## src/mer_pkg.sv

```systemverilog
package mer_pkg;

  // Datapath commands, one per cycle, issued by the controller
  typedef enum logic [4:0] {
    OP_NOP,
    OP_LOAD,
    OP_SQ_RY,
    OP_RXRY,
    OP_DEC0,
    OP_R1_MX,
    OP_R1_MY,
    OP_R1_CMP,
    OP_R1_UPD,
    OP_R1_FIN,
    OP_T_TX2,
    OP_T_RYTX,
    OP_T_TY2,
    OP_T_RXTY,
    OP_T_RXRY,
    OP_T_FIN,
    OP_R2_STEP,
    OP_R2_UPD,
    OP_R2_FIN,
    OP_EMIT,
    OP_EMIT_NULL
  } mer_op_t;

  // Datapath status seen by the controller
  typedef struct packed {
    logic busy;        // an ellipse is being walked
    logic region_two;  // walk has left region 1
    logic lt;          // ry2*x < rx2*y, valid in the compare cycle
  } mer_status_t;

endpackage

```

## src/midpoint_ellipse_rasterizer_top.sv

```systemverilog
// Midpoint ellipse rasterizer: one result transaction per input transaction.
// A new input is taken only while idle, after the result for the previous one has been
// emitted; the single shared multiplier yields one registered product per cycle. Each input
// is a start, a region-1 step, a region-2 step, the step that crosses into region 2, or an idle advance.
// A stalled output holds the previous result and delays the next emit.
// Synchronous active-low reset: idle, no ellipse in progress, output empty.
module midpoint_ellipse_rasterizer_top #(
  parameter int COORD_BITS  = 10,
  parameter int RADIUS_BITS = 9
) (
  input  logic clk,
  input  logic rst_n,
  input  logic in_tvalid,
  output logic in_tready,
  // center_x, center_y, radius_x, radius_y, zero pad
  input  logic [((2*COORD_BITS+2*RADIUS_BITS+7)/8)*8-1:0] in_tdata,
  // action
  input  logic in_tuser,
  output logic out_tvalid,
  input  logic out_tready,
  // px_pp, py_pp, px_mp, py_mp, px_pm, py_pm, px_mm, py_mm, zero pad
  output logic [((8*(COORD_BITS+2)+7)/8)*8-1:0] out_tdata,
  // valid_res
  output logic out_tuser,
  output logic out_tlast
);

  localparam int PIX_W       = COORD_BITS + 2;
  localparam int OUT_TDATA_W = ((8*PIX_W+7)/8)*8;
  localparam int CX_LO       = 0;
  localparam int CY_LO       = COORD_BITS;
  localparam int RX_LO       = 2 * COORD_BITS;
  localparam int RY_LO       = 2 * COORD_BITS + RADIUS_BITS;

  mer_pkg::mer_status_t status;
  mer_pkg::mer_op_t     op;
  logic                 res_valid;
  logic                 res_last;
  logic [8*PIX_W-1:0]   res_pix;

  mer_datapath #(
    .COORD_BITS  (COORD_BITS),
    .RADIUS_BITS (RADIUS_BITS),
    .PIX_W       (PIX_W)
  ) u_datapath (
    .clk         (clk),
    .rst_n       (rst_n),
    .op          (op),
    .in_center_x (in_tdata[CX_LO +: COORD_BITS]),
    .in_center_y (in_tdata[CY_LO +: COORD_BITS]),
    .in_radius_x (in_tdata[RX_LO +: RADIUS_BITS]),
    .in_radius_y (in_tdata[RY_LO +: RADIUS_BITS]),
    .status      (status),
    .res_valid   (res_valid),
    .res_last    (res_last),
    .res_pix     (res_pix)
  );

  mer_ctrl u_ctrl (
    .clk        (clk),
    .rst_n      (rst_n),
    .in_tvalid  (in_tvalid),
    .in_action  (in_tuser),
    .in_tready  (in_tready),
    .out_tready (out_tready),
    .out_tvalid (out_tvalid),
    .status     (status),
    .op         (op)
  );

  // Pack the result transaction
  assign out_tdata = OUT_TDATA_W'(res_pix);
  assign out_tuser = res_valid;
  assign out_tlast = res_last;

endmodule

```

## src/mer_ctrl.sv

```systemverilog
module mer_ctrl (
  input  logic                 clk,
  input  logic                 rst_n,
  input  logic                 in_tvalid,
  input  logic                 in_action,
  output logic                 in_tready,
  input  logic                 out_tready,
  output logic                 out_tvalid,
  input  mer_pkg::mer_status_t status,
  output mer_pkg::mer_op_t     op
);

  typedef enum logic [4:0] {
    ST_IDLE,
    ST_SQ_RY,
    ST_RXRY,
    ST_DEC0,
    ST_R1_MY,
    ST_R1_CMP,
    ST_R1_UPD,
    ST_R1_FIN,
    ST_T_TX2,
    ST_T_RYTX,
    ST_T_TY2,
    ST_T_RXTY,
    ST_T_RXRY,
    ST_T_FIN,
    ST_R2_STEP,
    ST_R2_UPD,
    ST_R2_FIN,
    ST_EMIT,
    ST_EMIT_NULL
  } state_t;

  state_t state_r;
  state_t state_nxt;
  logic   out_valid_r;
  logic   out_valid_nxt;
  logic   out_free;
  logic   emit;

  assign out_free   = !out_valid_r || out_tready;
  assign in_tready  = (state_r == ST_IDLE);
  assign out_tvalid = out_valid_r;

  // Sequence the datapath: one command per cycle
  always_comb begin
    state_nxt = state_r;
    op        = mer_pkg::OP_NOP;
    emit      = 1'b0;
    unique case (state_r)
      ST_IDLE: begin
        if (in_tvalid) begin
          if (!in_action) begin
            op        = mer_pkg::OP_LOAD;
            state_nxt = ST_SQ_RY;
          end else if (!status.busy) begin
            state_nxt = ST_EMIT_NULL;
          end else if (status.region_two) begin
            op        = mer_pkg::OP_R2_STEP;
            state_nxt = ST_R2_UPD;
          end else begin
            op        = mer_pkg::OP_R1_MX;
            state_nxt = ST_R1_MY;
          end
        end
      end
      ST_SQ_RY: begin
        op        = mer_pkg::OP_SQ_RY;
        state_nxt = ST_RXRY;
      end
      ST_RXRY: begin
        op        = mer_pkg::OP_RXRY;
        state_nxt = ST_DEC0;
      end
      ST_DEC0: begin
        op        = mer_pkg::OP_DEC0;
        state_nxt = ST_EMIT;
      end
      ST_R1_MY: begin
        op        = mer_pkg::OP_R1_MY;
        state_nxt = ST_R1_CMP;
      end
      ST_R1_CMP: begin
        op        = mer_pkg::OP_R1_CMP;
        state_nxt = status.lt ? ST_R1_UPD : ST_T_TX2;
      end
      ST_R1_UPD: begin
        op        = mer_pkg::OP_R1_UPD;
        state_nxt = ST_R1_FIN;
      end
      ST_R1_FIN: begin
        op        = mer_pkg::OP_R1_FIN;
        state_nxt = ST_EMIT;
      end
      ST_T_TX2: begin
        op        = mer_pkg::OP_T_TX2;
        state_nxt = ST_T_RYTX;
      end
      ST_T_RYTX: begin
        op        = mer_pkg::OP_T_RYTX;
        state_nxt = ST_T_TY2;
      end
      ST_T_TY2: begin
        op        = mer_pkg::OP_T_TY2;
        state_nxt = ST_T_RXTY;
      end
      ST_T_RXTY: begin
        op        = mer_pkg::OP_T_RXTY;
        state_nxt = ST_T_RXRY;
      end
      ST_T_RXRY: begin
        op        = mer_pkg::OP_T_RXRY;
        state_nxt = ST_T_FIN;
      end
      ST_T_FIN: begin
        op        = mer_pkg::OP_T_FIN;
        state_nxt = ST_R2_STEP;
      end
      ST_R2_STEP: begin
        op        = mer_pkg::OP_R2_STEP;
        state_nxt = ST_R2_UPD;
      end
      ST_R2_UPD: begin
        op        = mer_pkg::OP_R2_UPD;
        state_nxt = ST_R2_FIN;
      end
      ST_R2_FIN: begin
        op        = mer_pkg::OP_R2_FIN;
        state_nxt = ST_EMIT;
      end
      ST_EMIT: begin
        if (out_free) begin
          op        = mer_pkg::OP_EMIT;
          emit      = 1'b1;
          state_nxt = ST_IDLE;
        end
      end
      ST_EMIT_NULL: begin
        if (out_free) begin
          op        = mer_pkg::OP_EMIT_NULL;
          emit      = 1'b1;
          state_nxt = ST_IDLE;
        end
      end
      default: begin
        state_nxt = ST_IDLE;
      end
    endcase
  end

  // Set valid on a new result, drop it once taken
  always_comb begin
    if (emit) begin
      out_valid_nxt = 1'b1;
    end else if (out_tready) begin
      out_valid_nxt = 1'b0;
    end else begin
      out_valid_nxt = out_valid_r;
    end
  end

  always_ff @(posedge clk) begin
    if (!rst_n) begin
      state_r     <= ST_IDLE;
      out_valid_r <= 1'b0;
    end else begin
      state_r     <= state_nxt;
      out_valid_r <= out_valid_nxt;
    end
  end

endmodule

```

## src/mer_datapath.sv

```systemverilog
module mer_datapath #(
  parameter int COORD_BITS  = 10,
  parameter int RADIUS_BITS = 9,
  parameter int PIX_W       = COORD_BITS + 2
) (
  input  logic                    clk,
  input  logic                    rst_n,
  input  mer_pkg::mer_op_t        op,
  input  logic [COORD_BITS-1:0]   in_center_x,
  input  logic [COORD_BITS-1:0]   in_center_y,
  input  logic [RADIUS_BITS-1:0]  in_radius_x,
  input  logic [RADIUS_BITS-1:0]  in_radius_y,
  output mer_pkg::mer_status_t    status,
  output logic                    res_valid,
  output logic                    res_last,
  output logic [8*PIX_W-1:0]      res_pix
);

  localparam int OFF_W  = RADIUS_BITS + 1;
  localparam int RSQ_W  = 2 * RADIUS_BITS;
  localparam int MA_W   = 2 * RADIUS_BITS;
  localparam int MB_W   = 2 * RADIUS_BITS + 4;
  localparam int PROD_W = MA_W + MB_W;
  localparam int DEC_W  = 4 * RADIUS_BITS + 8;
  localparam int EXT_W  = (PIX_W > OFF_W) ? PIX_W : OFF_W;

  logic [COORD_BITS-1:0]    cx_r, cx_nxt;
  logic [COORD_BITS-1:0]    cy_r, cy_nxt;
  logic [OFF_W-1:0]         x_r, x_nxt;
  logic [OFF_W-1:0]         y_r, y_nxt;
  logic [RSQ_W-1:0]         rx2_r, rx2_nxt;
  logic [RSQ_W-1:0]         ry2_r, ry2_nxt;
  logic [PROD_W-1:0]        t_r, t_nxt;
  logic [PROD_W-1:0]        p_r, p_nxt;
  logic signed [DEC_W-1:0]  dec_r, dec_nxt;
  logic                     flag_r, flag_nxt;
  logic                     busy_r, busy_nxt;
  logic                     reg2_r, reg2_nxt;
  logic                     res_valid_r, res_valid_nxt;
  logic                     res_last_r, res_last_nxt;
  logic [8*PIX_W-1:0]       res_pix_r, res_pix_nxt;

  logic [MA_W-1:0]          mul_a;
  logic [MB_W-1:0]          mul_b;
  logic signed [DEC_W-1:0]  p_e, rx2_e, ry2_e;
  logic [OFF_W-1:0]         x_inc, y_dec;
  logic [OFF_W:0]           tx;
  logic                     dec_neg, dec_pos;
  logic [EXT_W-1:0]         cx_e, cy_e, x_e, y_e;
  logic [EXT_W-1:0]         sx_p, sx_m, sy_p, sy_m;
  logic [8*PIX_W-1:0]       pix_now;

  // Shared multiplier, product registered every cycle
  assign p_nxt = PROD_W'(mul_a) * PROD_W'(mul_b);

  assign p_e     = $signed({{(DEC_W-PROD_W){1'b0}}, p_r});
  assign rx2_e   = $signed({{(DEC_W-RSQ_W){1'b0}}, rx2_r});
  assign ry2_e   = $signed({{(DEC_W-RSQ_W){1'b0}}, ry2_r});
  assign x_inc   = x_r + 1'b1;
  assign y_dec   = y_r - 1'b1;
  assign tx      = {x_r, 1'b1};
  assign dec_neg = dec_r[DEC_W-1];
  assign dec_pos = !dec_r[DEC_W-1] && (dec_r != '0);

  // Mirror the offset into four pixels, wrapped to the pixel width
  assign cx_e = EXT_W'(cx_r);
  assign cy_e = EXT_W'(cy_r);
  assign x_e  = EXT_W'(x_r);
  assign y_e  = EXT_W'(y_r);
  assign sx_p = cx_e + x_e;
  assign sx_m = cx_e - x_e;
  assign sy_p = cy_e + y_e;
  assign sy_m = cy_e - y_e;
  assign pix_now = {sy_m[PIX_W-1:0], sx_m[PIX_W-1:0],
                    sy_m[PIX_W-1:0], sx_p[PIX_W-1:0],
                    sy_p[PIX_W-1:0], sx_m[PIX_W-1:0],
                    sy_p[PIX_W-1:0], sx_p[PIX_W-1:0]};

  // Decode the command: operand select and register updates
  always_comb begin
    cx_nxt        = cx_r;
    cy_nxt        = cy_r;
    x_nxt         = x_r;
    y_nxt         = y_r;
    rx2_nxt       = rx2_r;
    ry2_nxt       = ry2_r;
    t_nxt         = t_r;
    dec_nxt       = dec_r;
    flag_nxt      = flag_r;
    busy_nxt      = busy_r;
    reg2_nxt      = reg2_r;
    res_valid_nxt = res_valid_r;
    res_last_nxt  = res_last_r;
    res_pix_nxt   = res_pix_r;
    mul_a         = '0;
    mul_b         = '0;
    unique case (op)
      mer_pkg::OP_NOP: begin
      end
      mer_pkg::OP_LOAD: begin
        cx_nxt   = in_center_x;
        cy_nxt   = in_center_y;
        x_nxt    = '0;
        y_nxt    = OFF_W'(in_radius_y);
        reg2_nxt = 1'b0;
        mul_a    = MA_W'(in_radius_x);
        mul_b    = MB_W'(in_radius_x);
      end
      mer_pkg::OP_SQ_RY: begin
        rx2_nxt = p_r[RSQ_W-1:0];
        mul_a   = MA_W'(y_r);
        mul_b   = MB_W'(y_r);
      end
      mer_pkg::OP_RXRY: begin
        ry2_nxt = p_r[RSQ_W-1:0];
        mul_a   = MA_W'(rx2_r);
        mul_b   = MB_W'(y_r);
      end
      mer_pkg::OP_DEC0: begin
        dec_nxt = (ry2_e <<< 2) - (p_e <<< 2) + rx2_e;
      end
      mer_pkg::OP_R1_MX: begin
        mul_a = MA_W'(ry2_r);
        mul_b = MB_W'(x_r);
      end
      mer_pkg::OP_R1_MY: begin
        t_nxt = p_r;
        mul_a = MA_W'(rx2_r);
        mul_b = MB_W'(y_r);
      end
      mer_pkg::OP_R1_CMP: begin
        mul_a = MA_W'(ry2_r);
        mul_b = MB_W'(x_inc);
        if (t_r < p_r) begin
          x_nxt    = x_inc;
          flag_nxt = dec_neg;
          if (!dec_neg) begin
            y_nxt = y_dec;
          end
        end
      end
      mer_pkg::OP_R1_UPD: begin
        dec_nxt = dec_r + (p_e <<< 3) + (ry2_e <<< 2);
        mul_a   = MA_W'(rx2_r);
        mul_b   = MB_W'(y_r);
      end
      mer_pkg::OP_R1_FIN: begin
        if (!flag_r) begin
          dec_nxt = dec_r - (p_e <<< 3);
        end
      end
      mer_pkg::OP_T_TX2: begin
        mul_a = MA_W'(tx);
        mul_b = MB_W'(tx);
      end
      mer_pkg::OP_T_RYTX: begin
        mul_a = MA_W'(ry2_r);
        mul_b = p_r[MB_W-1:0];
      end
      mer_pkg::OP_T_TY2: begin
        dec_nxt = p_e;
        mul_a   = MA_W'(y_dec);
        mul_b   = MB_W'(y_dec);
      end
      mer_pkg::OP_T_RXTY: begin
        mul_a = MA_W'(rx2_r);
        mul_b = p_r[MB_W-1:0];
      end
      mer_pkg::OP_T_RXRY: begin
        dec_nxt = dec_r + (p_e <<< 2);
        mul_a   = MA_W'(rx2_r);
        mul_b   = MB_W'(ry2_r);
      end
      mer_pkg::OP_T_FIN: begin
        dec_nxt  = dec_r - (p_e <<< 2);
        reg2_nxt = 1'b1;
      end
      mer_pkg::OP_R2_STEP: begin
        y_nxt    = y_dec;
        flag_nxt = dec_pos;
        if (!dec_pos) begin
          x_nxt = x_inc;
        end
        mul_a = MA_W'(rx2_r);
        mul_b = MB_W'(y_dec);
      end
      mer_pkg::OP_R2_UPD: begin
        dec_nxt = dec_r + (rx2_e <<< 2) - (p_e <<< 3);
        mul_a   = MA_W'(ry2_r);
        mul_b   = MB_W'(x_r);
      end
      mer_pkg::OP_R2_FIN: begin
        if (!flag_r) begin
          dec_nxt = dec_r + (p_e <<< 3);
        end
      end
      mer_pkg::OP_EMIT: begin
        res_valid_nxt = 1'b1;
        res_last_nxt  = (y_r == '0);
        res_pix_nxt   = pix_now;
        busy_nxt      = (y_r != '0);
      end
      mer_pkg::OP_EMIT_NULL: begin
        res_valid_nxt = 1'b0;
        res_last_nxt  = 1'b0;
        res_pix_nxt   = '0;
      end
      default: begin
      end
    endcase
  end

  // Hold walk control state
  always_ff @(posedge clk) begin
    if (!rst_n) begin
      busy_r <= 1'b0;
      reg2_r <= 1'b0;
    end else begin
      busy_r <= busy_nxt;
      reg2_r <= reg2_nxt;
    end
  end

  // Hold payload registers
  always_ff @(posedge clk) begin
    cx_r        <= cx_nxt;
    cy_r        <= cy_nxt;
    x_r         <= x_nxt;
    y_r         <= y_nxt;
    rx2_r       <= rx2_nxt;
    ry2_r       <= ry2_nxt;
    t_r         <= t_nxt;
    p_r         <= p_nxt;
    dec_r       <= dec_nxt;
    flag_r      <= flag_nxt;
    res_valid_r <= res_valid_nxt;
    res_last_r  <= res_last_nxt;
    res_pix_r   <= res_pix_nxt;
  end

  assign status.busy       = busy_r;
  assign status.region_two = reg2_r;
  assign status.lt         = (t_r < p_r);

  assign res_valid = res_valid_r;
  assign res_last  = res_last_r;
  assign res_pix   = res_pix_r;

endmodule

```

## config.mk

```make
export PLATFORM = sky130hd
export DESIGN_NAME = midpoint_ellipse_rasterizer_top
export DESIGN_NICKNAME = d
export VERILOG_FILES = /design/src/mer_pkg.sv /design/src/midpoint_ellipse_rasterizer_top.sv /design/src/mer_ctrl.sv /design/src/mer_datapath.sv
export SDC_FILE = /design/constraint.sdc
export NUM_CORES = 2
export LEC_CHECK = 0
export BUFFER_PORTS_ARGS = -buffer_cell sky130_fd_sc_hd__buf_2
export CORE_MARGIN = 10
export CORE_UTILIZATION = 59
export CTS_CLUSTER_DIAMETER = 50
export DETAILED_ROUTE_END_ITERATION = 12
export PLACE_DENSITY = 0.79
export SLEW_MARGIN = 20
export SYNTH_ARGS = -nofsm -noshare
export SYNTH_HDL_FRONTEND = slang
export SYNTH_SLANG_ARGS = --single-unit
```

## constraint.sdc

```tcl
create_clock -name clk -period 15.2 [get_ports clk]
set_input_delay 0 -clock clk [delete_from_list [all_inputs] [get_ports clk]]
set_output_delay 0 -clock clk [all_outputs]
set_load 0.03 [all_outputs]
```

Yosys cells after proc, flatten, opt, wreduce, memory -nomap -nowiden. Cells that the tools add are included.

Register bits: 307. Output and inout port bits: 100. Logic and storage cells: 141.

Add/subtract/negate cells: 15. Multipliers: 1. Magnitude comparators: 1. Equality and inequality tests: 45. Multiplexer cells: 35. Reduce and logical (&&, ||, !) cells: 27.

Operator list (count): one-hot mux 44 bit (8 select lines) (1); one-hot mux 96 bit (2 select lines) (1); one-hot mux 22 bit (8 select lines) (1); one-hot mux 18 bit (6 select lines) (1); one-hot mux 5 bit (19 select lines) (1); adder 44 x 21 -> 44 bit (2); two-way mux 44 bit (2); subtractor 44 bit (2); == test 5 x 4 -> 1 bit (second input constant) (16); one-hot mux 5 bit (16 select lines) (1); one-hot mux 10 bit (3 select lines) (2); two-way mux 5 bit (10); adder 44 x 19 -> 44 bit (1); adder 44 x 43 -> 44 bit (1); adder 44 bit (1); nonzero test 44 bit (1); subtractor 44 x 43 -> 44 bit (1); subtractor 20 x 42 -> 43 bit (1); == test 5 x 3 -> 1 bit (second input constant) (8); == test 5 bit (second input constant) (8); less-than comparator 40 bit (1); multiplier 18 x 22 -> 40 bit (1); two-way mux 10 bit (4); adder 10 x 10 -> 11 bit (2); other kinds (25) (54).

Depth between registers and ports, before layout.
Depth in word-level cells: 9. Depth in mapped cells: 39. Mapped depth without buffers: 36.

Hierarchy. Synthesis repeated with hierarchy kept, for this count alone.

Cells, all modules: 4963. Area total of the unflattened synthesis: 41203.3 µm².

Modules (own cells, without submodules): mer_datapath (times used 1, cells each 4868, area an instance 40527.6 µm², seq. area each 6996.7 µm²); mer_ctrl (times used 1, cells each 95, area an instance 675.6 µm², seq. area each 120.1 µm²).

Worst setup path before layout. OpenSTA, ideal clock, no wires.

Path type: register to register. Start: reg u_ctrl.state_r[2]. End: reg u_datapath.p_r[29]. Library setup time: 0.118 ns. Arrival time: 8.911 ns. Required time: 15.082 ns. Path slack: 6.171 ns. Cell stages (with the launch flop): 35. Path buffers: 3. Clock period less this slack: 9.029 ns. Path through: dfxtp_1 nor2_1 and3_1 clkbuf_1 nand4_1 o221ai_1 nor3_1 clkbuf_1 a22oi_1 o2111ai_1 a221oi_1 clkbuf_1 nor2_1 fa_1 fa_1 inv_1 fa_1 inv_1 fa_1 fa_1 inv_1 fa_1 inv_1 ha_1 a21o_1 a21oi_1 o21ai_0 a211oi_1 o21ai_0 a21oi_1 o21ai_0 a21o_1 a21o_1 a21o_1 xor2_1.

Cells in the longest elaborated chain, start to end: 6.

RTL lines: from (decl) (RTL line mer_ctrl.sv:35) `state_t state_r;`; from (signal assigned) (RTL line mer_ctrl.sv:168) `state_r <= state_nxt;`; zero test 5 bit (*); net in_tready (RTL line midpoint_ellipse_rasterizer_top.sv:14) `output logic in_tready,`; one-hot mux 5 bit (19 select lines) (*) (RTL line mer_ctrl.sv:51) `unique case (state_r)`; == test 5 x 2 -> 1 bit (tied with other cells) (RTL line mer_datapath.sv:97) `unique case (op)`; OR reduction 6 bit (no source line) (tied with other cells); one-hot mux 18 bit (6 select lines) or one-hot mux 22 bit (8 select lines) (tied branches) (RTL line mer_datapath.sv:97); multiplier 18 x 22 -> 40 bit (*) (RTL line mer_datapath.sv:54) `assign p_nxt = PROD_W'(mul_a) * PROD_W'(mul_b);`; net u_datapath.p_nxt[29] (RTL line mer_datapath.sv:34) `logic [PROD_W-1:0] p_r, p_nxt;`; to (signal assigned) (RTL line mer_datapath.sv:233) `p_r <= p_nxt;`; to (decl) (RTL line mer_datapath.sv:34).

Mark *: on every way through the listed nets, which the timed path passes. The rest lies on a longest branch. A chain may end at the register's enable or synchronous reset.

Worst setup path after layout.
Start: reg u_ctrl.state_r[3]. End: reg u_datapath.p_r[38].

Cells in the longest elaborated chain, start to end: 6.

RTL lines (RTL line): == test 5 bit (tied with other cells) (mer_ctrl.sv:51); one-hot mux 5 bit (19 select lines) (*) (mer_ctrl.sv:51); == test 5 x 2 -> 1 bit (tied with other cells) (mer_datapath.sv:97); OR reduction 6 bit (no source line) (tied with other cells); one-hot mux 18 bit (6 select lines) or one-hot mux 22 bit (8 select lines) (tied branches) (mer_datapath.sv:97); multiplier 18 x 22 -> 40 bit (*) (mer_datapath.sv:54); net u_datapath.p_nxt[38] (mer_datapath.sv:34).

Marks and branches as above.

==> reports/qor.yml <==
status: "complete, no violations"
cts-htree-levels: 2
cts_made_buffers: 45
synth_seq_cells: 253
drt_first_pass_iters: 9
end_kind: "flop"
place_inst: 5787
min_to: "u_datapath.cx_r[3]"
grt_pass1_wl_um: 214000
slew_headroom_pct: 18.4
via_per_inst: 6.43
hp-start: "in_tdata[3]"
met1_usage_pct: 45.6
die-height_um: 283
rows: 96
preCtsSetupSlack_ns: 4.30
fin_crit_sh_pct: 74.1
layout-drive-gt1-share_pct: 7.88
ys.flop_type: "edfxtp_1"
clock_path_buffers: 3
clock_latency_ns: 0.62
ys_async_sr_fraction_pct: 0
reg2reg_from: "u_ctrl.state_r[3]"
area_delta_synth_final_pct: 8.56
route.detailed.drc: 0
worst_pin_slew_ns: 1.21
rrSetupSlack_ns: 3.93
grt-ovfl-total: 0
rsz0062_at_grt: "false"
fin_skew_ns: 0.0484
postLayoutCellArea_um2: 44400
grt_pass1_vias: 36604
drtAntennaViolNets: 0
ff2ff_path_depth: 31
cts.sinks: 253
drtIter0Drc: 5057
cts-root-buf: "clkbuf_16"
clk_pin_slew_ns: 0.06
die-area_um2: 80300
dpl_cell_area_um2: 42500
routed_wl_um: 139000
initial_core_util_pct: 59.5
final-setup-viol-count: 0
numPortBuffers: 138
crit_arrival_ns: 11.76
fin_cells: 5910
ys_types: 105
grt-busiest-layer: "met2"
syn-cell-area_um2: 40900
max_stage_delay_ns: 0.94
hold_violations: 0
syn_area_per_cell_um2: 8.41
ys.warnings.count: 0
grt_util_all_layers_pct: 33.6
reg2reg_to: "u_datapath.p_r[38]"
postLayoutSetupSlackWorst_ns: 3.93
crit_fanout: 30
cap_viol_max_count: 0
critPathLaunchType: "flop"
worstSetupPathType: "reg -> reg"
finalWeightedCongestion: 1.02
final_cell_mix: "inv_1, nor2_1, ha_1"
synth_edf_count: 205
ios: 145
grt.met2_usage_pct: 50.7
die_x_um: 283
cts_tree: "built"
min_period_ns: 11.27
min_path_type: "in -> reg"
wire_per_inst_um: 23.5
core_area_um2: 68700
final_common_cell: "inv_1"
cp_slowest_cell: "dfxtp_1"
grt_max_degree: 45
nNetsFinal: 5765
synth-seq-area-share_pct: 17.4
max_freq_mhz: 88.8
slew_viol_final: 0
use_met3_pct: 7.99
hpwl_um: 108000
antenna_found_initial: 4
min_path_cells: 2
syn-instance-count: 4864
final.setup.tns_ns: 0
vias: 37976
crit_required_ns: 15.70
[cell usage after synthesis (35+ instances only)]
cell type | instances | area share, %
nand4_1 | 46 | 0.70
o21bai_1 | 51 | 0.94
a21o_1 | 132 | 2.4
o21ai_0 | 196 | 2.4
clkbuf_1 | 161 | 1.5
edfxtp_1 | 205 | 15
a221oi_1 | 43 | 0.92
nand2b_1 | 69 | 1.1
nor4_1 | 47 | 0.72
a211oi_1 | 51 | 0.94
nand2_1 | 363 | 3.3
fa_1 | 369 | 18
o211ai_1 | 36 | 0.66
nor2_1 | 480 | 4.4
and3_1 | 42 | 0.64
nor3_1 | 92 | 1.1
xor2_1 | 81 | 1.7
inv_1 | 688 | 6.3
a21oi_1 | 274 | 3.4
nand3_1 | 86 | 1.1
dfxtp_1 | 48 | 2.3
nor2b_1 | 69 | 1.1
a22oi_1 | 35 | 0.64
ha_1 | 412 | 13
buf_4 | 59 | 1.1
xnor2_1 | 261 | 5.6
[final cells by class]
| type | count | area [µm²] |
|---|---|---|
| repair buffers | 267 | 1760 |
| clock inverters | 27 | 322 |
| fillers | 5832 | 24300 |
| flip-flops and latches | 253 | 7120 |
| well taps | 931 | 1160 |
| multi-input cells | 3677 | 30200 |
| diodes | 3 | 7.51 |
| inverters | 695 | 2610 |
| clock buffers | 57 | 1240 |
[worst max path at each step]
stage	startpoint	end	slack, ns	cells after the start
after floorplan	u_ctrl.state_r[2]	u_datapath.p_r[29]	6.17	34
after global placement	u_ctrl.state_r[3]	u_datapath.p_r[38]	4.35	31
after detailed placement	u_ctrl.state_r[3]	u_datapath.p_r[39]	4.30	33
after CTS	u_ctrl.state_r[3]	u_datapath.p_r[38]	4.24	31
after global routing	u_ctrl.state_r[3]	u_datapath.p_r[38]	3.46	31
final	u_ctrl.state_r[3]	u_datapath.p_r[38]	3.93	31
[state kept, by name (all words and copies together) (netlist names), 18 cells and up]
signal / count
u_datapath.dec_r: 44
u_datapath.p_r: 40
u_datapath.res_pix: 42
u_datapath.rx2_r: 18
u_datapath.ry2_r: 18
u_datapath.t_r: 40
[layer usage]
layer  vias to the layer above  part of all wire [%]
li1                      16850                     -
met1                     18132                    39
met2                      2547                    43
met3                       447                    13
met4                         0                   4.8
met5                         -                     0
[stage by stage]
| stage | hold slack, ns | utilization [%] |
|---|---|---|
| 2_1_floorplan | 0.0989 | - |
| 3_3_place_gp | 0.178 | 61.8 |
| 3_5_place_dp | 0.179 | 61.8 |
| 4_1_cts | 0.0671 | 64.6 |
| 5_1_grt | 0.0899 | 64.6 |
| 6_report | 0.0954 | 64.6 |
[what timing repair did]
action / 4_1_cts / 5_1_grt
endpoints found under the setup margin: 0 / 0
hold buffers: 36 / 0
hold endpoints to repair: 38 / 0
buffers inserted: 0 / 0
gates resized for setup: 0 / 0
[critical path: cells and delay by family, from the launching register on]
kind	cells	cell delay, ns
compound gates	6	2.00
xor+xnor	1	0.12
fa+ha+maj	7	3.52
flops	1	0.94
simple gates	12	3.97
buf+inv	5	0.60
[kinds of logic (layout without fill, tap and decap cells)]
| kind of cell | count (synthesis) | in the layout | share of synthesized area [%] |
|---|---|---|---|
| AO/OA/AOI/OAI | 1145 | 1145 | 19.2 |
| XOR/XNOR | 343 | 343 | 7.36 |
| AND/OR/NAND/NOR | 1399 | 1399 | 16.1 |
| buffers and inverters | 937 | 1046 | 9.18 |
| flip-flops | 253 | 253 | 17.4 |
| other | 1 | 7 | 0.00917 |
| adder cells (fa/ha/maj) | 781 | 781 | 30.7 |
| multiplexers | 5 | 5 | 0.125 |
Power is not shown: default switching activity piles up to over one toggle a cycle in this logic, so the estimate is an artifact.
